--- src/dmk_pkg.sv ---
// Shared types and constants for the difference matte alpha unit.
// No dependencies; compiled first.
package dmk_pkg;

   // channel width, Q0.CH_BITS
   localparam int CH_BITS = 16;

   // sum of three absolute differences
   localparam int SUM_BITS = CH_BITS + 2;

   // divide by 3: multiply by ceil(2^RECIP_SHIFT / 3), exact for sums below 2^SUM_BITS
   localparam int RECIP_SHIFT = SUM_BITS + 1;
   localparam int RECIP_BITS  = SUM_BITS;
   localparam logic [RECIP_BITS-1:0] RECIP_THIRD =
      RECIP_BITS'(((64'd1 << RECIP_SHIFT) + 64'd2) / 64'd3);
   localparam int PROD_BITS = SUM_BITS + RECIP_BITS;

   // one divider cell per quotient bit
   localparam int NUM_CELLS = CH_BITS;

   // configuration port
   localparam int CSR_ADDR_BITS = 3;
   localparam int CSR_DATA_BITS = 32;
   localparam int CSR_IDX_BIT   = 2;
   localparam logic CSR_IDX_TOLERANCE = 1'b0;
   localparam logic CSR_IDX_FALLOFF   = 1'b1;

   localparam logic [CH_BITS-1:0] TOLERANCE_RESET = CH_BITS'(6554);
   localparam logic [CH_BITS-1:0] FALLOFF_RESET   = CH_BITS'(6554);

   typedef enum logic [1:0] {
      MODE_ZERO,
      MODE_PASS,
      MODE_DIVIDE
   } dmk_mode_type;

   // word handed from cell to cell
   typedef struct packed {
      dmk_mode_type       mode;
      logic [CH_BITS-1:0] rem;
      logic [CH_BITS-1:0] quo;
      logic [CH_BITS-1:0] fall;
      logic [CH_BITS-1:0] alpha;
   } dmk_cell_word_type;

endpackage

--- src/dmk_req_if.sv ---
// Input channel: image and reference pixel, valid/ready handshake.
// Depends on dmk_pkg.
interface dmk_req_if;
   logic                        valid;
   logic                        ready;
   logic [dmk_pkg::CH_BITS-1:0] image_red;
   logic [dmk_pkg::CH_BITS-1:0] image_green;
   logic [dmk_pkg::CH_BITS-1:0] image_blue;
   logic [dmk_pkg::CH_BITS-1:0] image_alpha;
   logic [dmk_pkg::CH_BITS-1:0] reference_red;
   logic [dmk_pkg::CH_BITS-1:0] reference_green;
   logic [dmk_pkg::CH_BITS-1:0] reference_blue;

   modport source (
      output valid, image_red, image_green, image_blue, image_alpha,
             reference_red, reference_green, reference_blue,
      input  ready
   );
   modport sink (
      input  valid, image_red, image_green, image_blue, image_alpha,
             reference_red, reference_green, reference_blue,
      output ready
   );
endinterface

--- src/dmk_rsp_if.sv ---
// Result channel: matte alpha, valid/ready handshake.
// Depends on dmk_pkg.
interface dmk_rsp_if;
   logic                        valid;
   logic                        ready;
   logic [dmk_pkg::CH_BITS-1:0] matte_alpha;

   modport source (output valid, matte_alpha, input ready);
   modport sink (input valid, matte_alpha, output ready);
endinterface

--- src/dmk_front.sv ---
// Front end: absolute differences, divide by 3, band classification (3 stages).
// Depends on dmk_pkg and dmk_req_if.
module dmk_front (
   input  logic                        clock,
   input  logic                        reset,
   dmk_req_if.sink                     req_if,
   input  logic [dmk_pkg::CH_BITS-1:0] tolerance,
   input  logic [dmk_pkg::CH_BITS-1:0] falloff_width,
   output logic                        out_valid,
   input  logic                        out_ready,
   output dmk_pkg::dmk_cell_word_type  out_word
);
   import dmk_pkg::*;

   logic                  s1_valid_ff, s2_valid_ff, s3_valid_ff;
   logic                  s1_ready, s2_ready, s3_ready;
   logic [SUM_BITS-1:0]   sum_ff, sum_in;
   logic [CH_BITS-1:0]    alpha1_ff, alpha2_ff;
   logic [CH_BITS-1:0]    avg_ff, avg_in;
   logic [PROD_BITS-1:0]  prod;
   dmk_cell_word_type     word_ff, word_in;
   logic [CH_BITS-1:0]    diff_r, diff_g, diff_b;
   logic [CH_BITS:0]      band_top;

   assign s3_ready     = !s3_valid_ff || out_ready;
   assign s2_ready     = !s2_valid_ff || s3_ready;
   assign s1_ready     = !s1_valid_ff || s2_ready;
   assign req_if.ready = s1_ready;
   assign out_valid    = s3_valid_ff;
   assign out_word     = word_ff;

   always_comb begin
      diff_r = (req_if.image_red >= req_if.reference_red) ?
               req_if.image_red - req_if.reference_red :
               req_if.reference_red - req_if.image_red;
      diff_g = (req_if.image_green >= req_if.reference_green) ?
               req_if.image_green - req_if.reference_green :
               req_if.reference_green - req_if.image_green;
      diff_b = (req_if.image_blue >= req_if.reference_blue) ?
               req_if.image_blue - req_if.reference_blue :
               req_if.reference_blue - req_if.image_blue;
      sum_in = SUM_BITS'(diff_r) + SUM_BITS'(diff_g) + SUM_BITS'(diff_b);
   end

   // truncating divide by 3 through the reciprocal
   always_comb begin
      prod   = PROD_BITS'(sum_ff) * PROD_BITS'(RECIP_THIRD);
      avg_in = prod[RECIP_SHIFT +: CH_BITS];
   end

   always_comb begin
      band_top      = {1'b0, tolerance} + {1'b0, falloff_width};
      word_in.rem   = avg_ff - tolerance;
      word_in.quo   = '0;
      word_in.fall  = falloff_width;
      word_in.alpha = alpha2_ff;
      if (avg_ff <= tolerance) begin
         word_in.mode = MODE_ZERO;
      end else if ({1'b0, avg_ff} < band_top) begin
         word_in.mode = MODE_DIVIDE;
      end else begin
         // top of band saturates to full scale, then min with alpha: same as pass
         word_in.mode = MODE_PASS;
      end
   end

   always_ff @(posedge clock) begin
      if (reset) begin
         s1_valid_ff <= 1'b0;
         s2_valid_ff <= 1'b0;
         s3_valid_ff <= 1'b0;
      end else begin
         if (s1_ready) begin
            s1_valid_ff <= req_if.valid;
         end
         if (s2_ready) begin
            s2_valid_ff <= s1_valid_ff;
         end
         if (s3_ready) begin
            s3_valid_ff <= s2_valid_ff;
         end
      end
   end

   always_ff @(posedge clock) begin
      if (s1_ready) begin
         sum_ff    <= sum_in;
         alpha1_ff <= req_if.image_alpha;
      end
      if (s2_ready) begin
         avg_ff    <= avg_in;
         alpha2_ff <= alpha1_ff;
      end
      if (s3_ready) begin
         word_ff <= word_in;
      end
   end

endmodule

--- src/dmk_div_cell.sv ---
// One restoring divider cell: produces one quotient bit and passes the word on.
// Depends on dmk_pkg.
module dmk_div_cell (
   input  logic                       clock,
   input  logic                       reset,
   input  logic                       in_valid,
   output logic                       in_ready,
   input  dmk_pkg::dmk_cell_word_type in_word,
   output logic                       out_valid,
   input  logic                       out_ready,
   output dmk_pkg::dmk_cell_word_type out_word
);
   import dmk_pkg::*;

   logic              valid_ff;
   dmk_cell_word_type word_ff, word_in;
   logic [CH_BITS:0]  shifted;
   logic [CH_BITS:0]  trial;
   logic              bit_set;

   assign in_ready  = !valid_ff || out_ready;
   assign out_valid = valid_ff;
   assign out_word  = word_ff;

   // remainder stays below fall, so the restored value fits CH_BITS
   always_comb begin
      shifted       = {in_word.rem, 1'b0};
      trial         = shifted - {1'b0, in_word.fall};
      bit_set       = (shifted >= {1'b0, in_word.fall});
      word_in       = in_word;
      word_in.rem   = bit_set ? trial[CH_BITS-1:0] : shifted[CH_BITS-1:0];
      word_in.quo   = {in_word.quo[CH_BITS-2:0], bit_set};
   end

   always_ff @(posedge clock) begin
      if (reset) begin
         valid_ff <= 1'b0;
      end else if (in_ready) begin
         valid_ff <= in_valid;
      end
   end

   always_ff @(posedge clock) begin
      if (in_ready) begin
         word_ff <= word_in;
      end
   end

endmodule

--- src/difference_matte_alpha_unit.sv ---
// Difference matte keyer: matte alpha from an image pixel against a reference pixel.
// Depends on dmk_pkg, dmk_req_if, dmk_rsp_if, dmk_front, dmk_div_cell.
//
// Takes one pixel word per cycle unless backpressure stalls it, and returns one matte
// alpha word per pixel, in order. A pixel passes 20 registers: three front stages
// (differences, divide by 3, band check), a chain of 16 divider cells that each settle
// one quotient bit, and the output register; result valid rises when the pixel
// reaches the output register. Every stage holds its word under backpressure and takes
// a new one as soon as its neighbor moves, so bubbles close up and a stalled output does
// not stop input until all 20 stages are full. Registers: tolerance at byte address 0,
// falloff_width at 4, both 16 bits in the low bits of the 32-bit data, reset to 6554.
// Write them only while no pixel is in flight.
module difference_matte_alpha_unit (
   input  logic                              clock,
   input  logic                              reset,
   dmk_req_if.sink                           req_if,
   dmk_rsp_if.source                         rsp_if,
   input  logic                              csr_psel,
   input  logic                              csr_penable,
   input  logic                              csr_pwrite,
   input  logic [dmk_pkg::CSR_ADDR_BITS-1:0] csr_paddr,
   input  logic [dmk_pkg::CSR_DATA_BITS-1:0] csr_pwdata,
   output logic [dmk_pkg::CSR_DATA_BITS-1:0] csr_prdata,
   output logic                              csr_pready
);
   import dmk_pkg::*;

   logic [CH_BITS-1:0] tolerance_ff;
   logic [CH_BITS-1:0] falloff_ff;
   logic               csr_write;

   logic              cell_valid [NUM_CELLS+1];
   logic              cell_ready [NUM_CELLS+1];
   dmk_cell_word_type cell_word  [NUM_CELLS+1];

   logic               rsp_valid_ff;
   logic [CH_BITS-1:0] matte_ff, matte_in;
   logic               out_load;
   dmk_cell_word_type  last_word;

   // configuration
   assign csr_pready = 1'b1;
   assign csr_write  = csr_psel && csr_penable && csr_pwrite && csr_pready;

   always_ff @(posedge clock) begin
      if (reset) begin
         tolerance_ff <= TOLERANCE_RESET;
         falloff_ff   <= FALLOFF_RESET;
      end else if (csr_write) begin
         unique case (csr_paddr[CSR_IDX_BIT])
            CSR_IDX_TOLERANCE: tolerance_ff <= csr_pwdata[CH_BITS-1:0];
            CSR_IDX_FALLOFF:   falloff_ff   <= csr_pwdata[CH_BITS-1:0];
            default: ;
         endcase
      end
   end

   always_comb begin
      unique case (csr_paddr[CSR_IDX_BIT])
         CSR_IDX_TOLERANCE: csr_prdata = CSR_DATA_BITS'(tolerance_ff);
         CSR_IDX_FALLOFF:   csr_prdata = CSR_DATA_BITS'(falloff_ff);
         default:           csr_prdata = '0;
      endcase
   end

   dmk_front u_front (
      .clock         (clock),
      .reset         (reset),
      .req_if        (req_if),
      .tolerance     (tolerance_ff),
      .falloff_width (falloff_ff),
      .out_valid     (cell_valid[0]),
      .out_ready     (cell_ready[0]),
      .out_word      (cell_word[0])
   );

   for (genvar k = 0; k < NUM_CELLS; k++) begin : g_cell
      dmk_div_cell u_cell (
         .clock     (clock),
         .reset     (reset),
         .in_valid  (cell_valid[k]),
         .in_ready  (cell_ready[k]),
         .in_word   (cell_word[k]),
         .out_valid (cell_valid[k+1]),
         .out_ready (cell_ready[k+1]),
         .out_word  (cell_word[k+1])
      );
   end

   // output register
   assign last_word              = cell_word[NUM_CELLS];
   assign out_load               = !rsp_valid_ff || rsp_if.ready;
   assign cell_ready[NUM_CELLS]  = out_load;
   assign rsp_if.valid           = rsp_valid_ff;
   assign rsp_if.matte_alpha     = matte_ff;

   always_comb begin
      case (last_word.mode)
         MODE_ZERO:   matte_in = '0;
         MODE_PASS:   matte_in = last_word.alpha;
         MODE_DIVIDE: matte_in = (last_word.quo < last_word.alpha) ?
                                 last_word.quo : last_word.alpha;
         default:     matte_in = last_word.alpha;
      endcase
   end

   always_ff @(posedge clock) begin
      if (reset) begin
         rsp_valid_ff <= 1'b0;
      end else if (out_load) begin
         rsp_valid_ff <= cell_valid[NUM_CELLS];
      end
   end

   always_ff @(posedge clock) begin
      if (out_load) begin
         matte_ff <= matte_in;
      end
   end

   // divide words always carry a nonzero divisor into the chain
   assert property (@(posedge clock) disable iff (reset)
      cell_valid[0] && cell_word[0].mode == MODE_DIVIDE |-> cell_word[0].fall != '0)
      else $error("divide word entered the cell chain with zero falloff");

   // restoring divider keeps the remainder below the divisor
   assert property (@(posedge clock) disable iff (reset)
      cell_valid[NUM_CELLS] && last_word.mode == MODE_DIVIDE |->
         last_word.rem < last_word.fall)
      else $error("divider remainder not below falloff at chain end");

   // a result word taken this cycle is replaced only by a new chain word
   assert property (@(posedge clock) disable iff (reset)
      rsp_if.valid && rsp_if.ready && !cell_valid[NUM_CELLS] |=> !rsp_if.valid)
      else $error("output register kept a word after it was taken");

endmodule
--- src/flat_wrapper.sv ---
// flat-port wrapper written by rule: the top's interface ports become plain ports
module difference_matte_alpha_unit_flat import dmk_pkg::*;
  (clock, reset, csr_psel, csr_penable, csr_pwrite, csr_paddr, csr_pwdata, csr_prdata, csr_pready, req_if_valid, req_if_image_red, req_if_image_green, req_if_image_blue, req_if_image_alpha, req_if_reference_red, req_if_reference_green, req_if_reference_blue, req_if_ready, rsp_if_valid, rsp_if_matte_alpha, rsp_if_ready);
  dmk_req_if req_if_i ();
  dmk_rsp_if rsp_if_i ();
  input  logic clock;
  input  logic reset;
  input  logic csr_psel;
  input  logic csr_penable;
  input  logic csr_pwrite;
  input  logic [dmk_pkg::CSR_ADDR_BITS-1:0] csr_paddr;
  input  logic [dmk_pkg::CSR_DATA_BITS-1:0] csr_pwdata;
  output logic [dmk_pkg::CSR_DATA_BITS-1:0] csr_prdata;
  output logic csr_pready;
  input wire logic [$bits(req_if_i.valid)-1:0] req_if_valid;
  input wire logic [$bits(req_if_i.image_red)-1:0] req_if_image_red;
  input wire logic [$bits(req_if_i.image_green)-1:0] req_if_image_green;
  input wire logic [$bits(req_if_i.image_blue)-1:0] req_if_image_blue;
  input wire logic [$bits(req_if_i.image_alpha)-1:0] req_if_image_alpha;
  input wire logic [$bits(req_if_i.reference_red)-1:0] req_if_reference_red;
  input wire logic [$bits(req_if_i.reference_green)-1:0] req_if_reference_green;
  input wire logic [$bits(req_if_i.reference_blue)-1:0] req_if_reference_blue;
  output wire logic [$bits(req_if_i.ready)-1:0] req_if_ready;
  output wire logic [$bits(rsp_if_i.valid)-1:0] rsp_if_valid;
  output wire logic [$bits(rsp_if_i.matte_alpha)-1:0] rsp_if_matte_alpha;
  input wire logic [$bits(rsp_if_i.ready)-1:0] rsp_if_ready;
  assign req_if_i.valid = req_if_valid;
  assign req_if_i.image_red = req_if_image_red;
  assign req_if_i.image_green = req_if_image_green;
  assign req_if_i.image_blue = req_if_image_blue;
  assign req_if_i.image_alpha = req_if_image_alpha;
  assign req_if_i.reference_red = req_if_reference_red;
  assign req_if_i.reference_green = req_if_reference_green;
  assign req_if_i.reference_blue = req_if_reference_blue;
  assign req_if_ready = req_if_i.ready;
  assign rsp_if_valid = rsp_if_i.valid;
  assign rsp_if_matte_alpha = rsp_if_i.matte_alpha;
  assign rsp_if_i.ready = rsp_if_ready;
  difference_matte_alpha_unit u_core (.clock(clock), .reset(reset), .req_if(req_if_i), .rsp_if(rsp_if_i), .csr_psel(csr_psel), .csr_penable(csr_penable), .csr_pwrite(csr_pwrite), .csr_paddr(csr_paddr), .csr_pwdata(csr_pwdata), .csr_prdata(csr_prdata), .csr_pready(csr_pready));
endmodule
--- config.mk ---
export PLATFORM = sky130hd
export DESIGN_NAME = difference_matte_alpha_unit_flat
export DESIGN_NICKNAME = d
export VERILOG_FILES = /design/src/dmk_pkg.sv /design/src/dmk_req_if.sv /design/src/dmk_rsp_if.sv /design/src/dmk_front.sv /design/src/dmk_div_cell.sv /design/src/difference_matte_alpha_unit.sv /design/src/flat_wrapper.sv
export SDC_FILE = /design/constraint.sdc
export NUM_CORES = 2
export LEC_CHECK = 0
export ABC_AREA = 0
export BUFFER_PORTS_ARGS = -buffer_cell sky130_fd_sc_hd__buf_4
export CAP_MARGIN = 20
export CORE_MARGIN = 2
export CORE_UTILIZATION = 27
export CTS_CLUSTER_SIZE = 10
export DETAILED_ROUTE_END_ITERATION = 8
export PLACE_DENSITY = 0.45
export SYNTH_ARGS = -nofsm -noshare
export SYNTH_HDL_FRONTEND = slang
export SYNTH_HIERARCHICAL = 1
export SYNTH_SLANG_ARGS = --single-unit
--- constraint.sdc ---
create_clock -name clock -period 63.9 [get_ports clock]
set_clock_uncertainty 0.1 [all_clocks]
set_input_delay 12.78 -clock clock [delete_from_list [all_inputs] [get_ports clock]]
set_output_delay 12.78 -clock clock [all_outputs]
set_load 0.01 [all_outputs]
## Word level (Yosys, flattened, before mapping)

Index checks and enable logic that the tools add are counted.

| storage, ports and cells | value |
|---|---|
| flip-flop bits (word level) | 1088 |
| word-level logic and storage cells | 241 |

| cells by class | value |
|---|---|
| add/sub/neg operators | 25 |
| multiply operators | 1 |
| order comparisons | 22 |
| equality and inequality tests | 1 |
| multiplexer cells | 22 |
| bitwise operators | 1 |
| reduce and logical (&&, ||, !) cells | 45 |

Operators with widths:

| operator | count |
|---|---|
| $sub 16x16->16 | 22 |
| $mux 16 | 19 |
| $ge 17x16->1 | 16 |
| $pmux 32 s2 | 1 |
| $ge 16x16->1 | 3 |
| $mul 18x18->35 const B | 1 |
| $add 16x16->17 | 2 |
| $pmux 16 s2 | 1 |
| $logic_not 1->1 | 20 |
| $logic_or 1x1->1 | 20 |
| $add 17x16->18 | 1 |
| $lt 16x17->1 | 1 |
| $le 16x16->1 | 1 |
| $lt 16x16->1 | 1 |
| $reduce_and 2->1 | 2 |
| $eq 2x2->1 const B | 1 |
| $logic_and 1x1->1 | 2 |
| $logic_not 2->1 | 1 |
| $mux 2 | 1 |
| $not 1->1 | 1 |

## Logic depth before layout (Yosys ltp)

| logic depth | value |
|---|---|
| depth in word-level cells | 21 |
| mapped depth | 23 |
| depth with buffers taken out | 22 |

## Hierarchy

The synthesis kept the hierarchy.

Modules (own cells, without submodules):

| module | times used | cells each | area each (µm²) |
|---|---|---|---|
| dmk_div_cell | 16 | 224 | 3140.5 |
| dmk_front | 1 | 1851 | 17280.3 |
| difference_matte_alpha_unit | 1 | 306 | 2815.2 |

## Worst setup path before layout

No wires, ideal clock.

| timing path | value |
|---|---|
| kind | input -> output |
| start | input rsp_if_ready |
| end | output req_if_ready |
| arrival time | 43.420 ns |
| required time | 51.020 ns |
| path slack | 7.600 ns |
| stages on the path | 20 |
| path buffers | 0 |
| cells stage by stage | nand2b_1 nand2b_1 nand2b_1 nand2b_1 nand2b_1 nand2b_1 nand2b_1 nand2b_1 nand2b_1 nand2b_1 nand2b_1 nand2b_1 nand2b_1 nand2b_1 nand2b_1 nand2b_1 nand2b_1 nor2b_1 and2_1 nand2_1 |

RTL lines:

| item | RTL line | source |
|---|---|---|
| start, declared | flat_wrapper.sv:26 | `input wire logic [$bits(rsp_if_i.ready)-1:0] rsp_if_ready;` |
| end, declared | flat_wrapper.sv:23 | `output wire logic [$bits(req_if_i.ready)-1:0] req_if_ready;` |

==> flow_summary.toml <==
[outcome]
outcome = "complete, no violations"

[die]
std_cell_rows = 180
start_util_pct = 27.1
pin_count = 205
core_mm2 = 0.240
die_h_um = 495
die_width_um = 495
die-area_mm2 = 0.245

[drt]
drt_iter0_markers = 2006
vias = 39800
ant_nets = 0
drtPass1Iterations = 7
wire_per_inst_um = 15.3
routed_wl_mm = 137
drc = 0
via_per_inst = 4.46

[finish]
drive_above_1_share_pct = 12.0
area_growth_syn_to_layout_pct = 13.2
fill_cells = 24400
fin_nets = 6553
seqCellArea_mm2 = 0.0322
multi_input_area_mm2 = 0.0289
utilization_pct = 30.7

[flow_run]
maxCapViolCount = 0

[setup_path]
required_ns = 51.02
worst_path_dominant_cell_family = "buffers and inverters"
max_stage_delay_ns = 0.78
arrival_ns = 24.09
crit_top_cell = "nand2b_2"
critPathBufInv = 13
worst-path-max-fanout = 66
cp_num_cells = 33
end_kind = "primary output"
reg2reg_depth = 31
crit_path_start_kind = "input pin"
cpMaxStageDelayCell = "nand2b_2"
path_class = "input pin to primary output"

[clock_network]
cts_sinks = 1088
postCtsSetupRepairBufs = 0
path_clk_slew_ns = 0.05
htree_num_levels = 4
clockRootBuffer = "clkbuf_16"
cts.repair.resized = 0
cts_tree = "built"
cts_buffers = 134
clock_latency_ns = 0.77
cts_buffer_depth = 3
holdBufCountCts = 0

[global_route]
grt_antenna_before_repair = 8
grt_start_max_net_pins = 67
grt_use_met2_pct = 19.2
grt_overflow = 0
grt_pass1_wl_mm = 219
grtUsageTotal_pct = 11.1
first_global_vias = 40500
met3_usage_pct = 2.02
busiest_layer = "met2"
grt_util_met1_pct = 14.0

[timing]
fmax_ghz = 0.0270
rsz0062_at_grt = "no"
slew_headroom_pct = 29.5
slew_violations = 0
worst_pin_slew_ns = 1.05
setup_violations = 0
period_share_pct = 57.9
final_hold_viol_count = 0
fin_crit_ns = 36.97
tns_ns = 0

[logic_synthesis]
syn_inst = 5482
synth_area_per_cell_um2 = 11.9
yosysWarnings = 6
netlist_area_mm2 = 0.0650

[placed_design]
gp_congestion = 0.835
dp_hpwl_mm = 107
portBuffers = 169

[min_path]
min_path_type = "flip-flop to flip-flop"
min_delay_path_depth = 0
[cell type report]
cell class              instances  area share, %
clock inverters                31          0.632
repair buffers                207           2.21
diodes                          4         0.0136
clock buffers                 182           4.90
inverters                     778           3.97
well taps                    3185           5.41
multi-input cells            3462           39.2
flip-flops and latches       1088           43.7
[through the flow]
stage               hold slack, ns  worst slack, ns  std cells  area (um^2)
floorplan                    0.300            11.33       5497        65100
global placement             0.303            26.55       8712        69400
detailed placement           0.305            26.43       8716        69500
CTS                          0.294            26.41       8929        73500
global route                 0.304            25.49       8933        73600
finish                       0.296            26.93       8937        73600
[path summary, 6_finish.rpt]
| kind | end | startpoint | slack, ns |
|---|---|---|---|
| worst max-delay path | req_if_ready | rsp_if_ready | 26.93 |
| worst min-delay path | u_core/g_cell[1].u_cell/out_word[9]$_DFFE_PP_ | u_core/g_cell[0].u_cell/out_word[9]$_DFFE_PP_ | 0.30 |
| worst max register to register | u_core/u_front/sum_ff[10]$_DFFE_PP_ | u_core/rsp_if.valid$_SDFFE_PP0P_ | 52.14 |
| worst min register to register | u_core/g_cell[1].u_cell/out_word[9]$_DFFE_PP_ | u_core/g_cell[0].u_cell/out_word[9]$_DFFE_PP_ | 0.30 |
[registers in the layout (all words and copies together) (netlist names)]
signal,flops
u_core/u_front/alpha2_ff,16
u_core/g_cell.u_cell/out_word,904
u_core/falloff_ff,16
u_core/u_front/s2_valid_ff,1
u_core/u_front/s1_valid_ff,1
u_core/u_front/avg_ff,16
u_core/u_front/out_word,50
u_core/tolerance_ff,16
u_core/g_cell.u_cell/out_valid,16
u_core/u_front/sum_ff,18
u_core/rsp_if.matte_alpha,16
u_core/u_front/alpha1_ff,16
u_core/u_front/out_valid,1
u_core/rsp_if.valid,1
[routing by layer]
| metal | routed length (um) | part of all wire [%] | up-vias |
|---|---|---|---|
| li1 | - | - | 20100 |
| met1 | 61700 | 45 | 19000 |
| met2 | 67000 | 49 | 593 |
| met3 | 4920 | 3.6 | 212 |
| met4 | 3460 | 2.5 | 2 |
| met5 | 16 | 0.012 | - |
[cells in the final DEF, fill, tap and decap left out, drive strengths merged, types with 147 or more instances in the layout]
| cell type | n |
|---|---|
| a21oi | 420 |
| clkbuf | 182 |
| xnor2 | 150 |
| inv | 783 |
| a21o | 198 |
| ha | 581 |
| edfxtp | 1036 |
| buf | 207 |
| nand2 | 245 |
| nor2 | 326 |
| o21ai | 177 |
| fa | 147 |
Power is left out: the tool's default activity adds up to more than one toggle a clock period on the data nets, which glitch-free logic cannot reach.
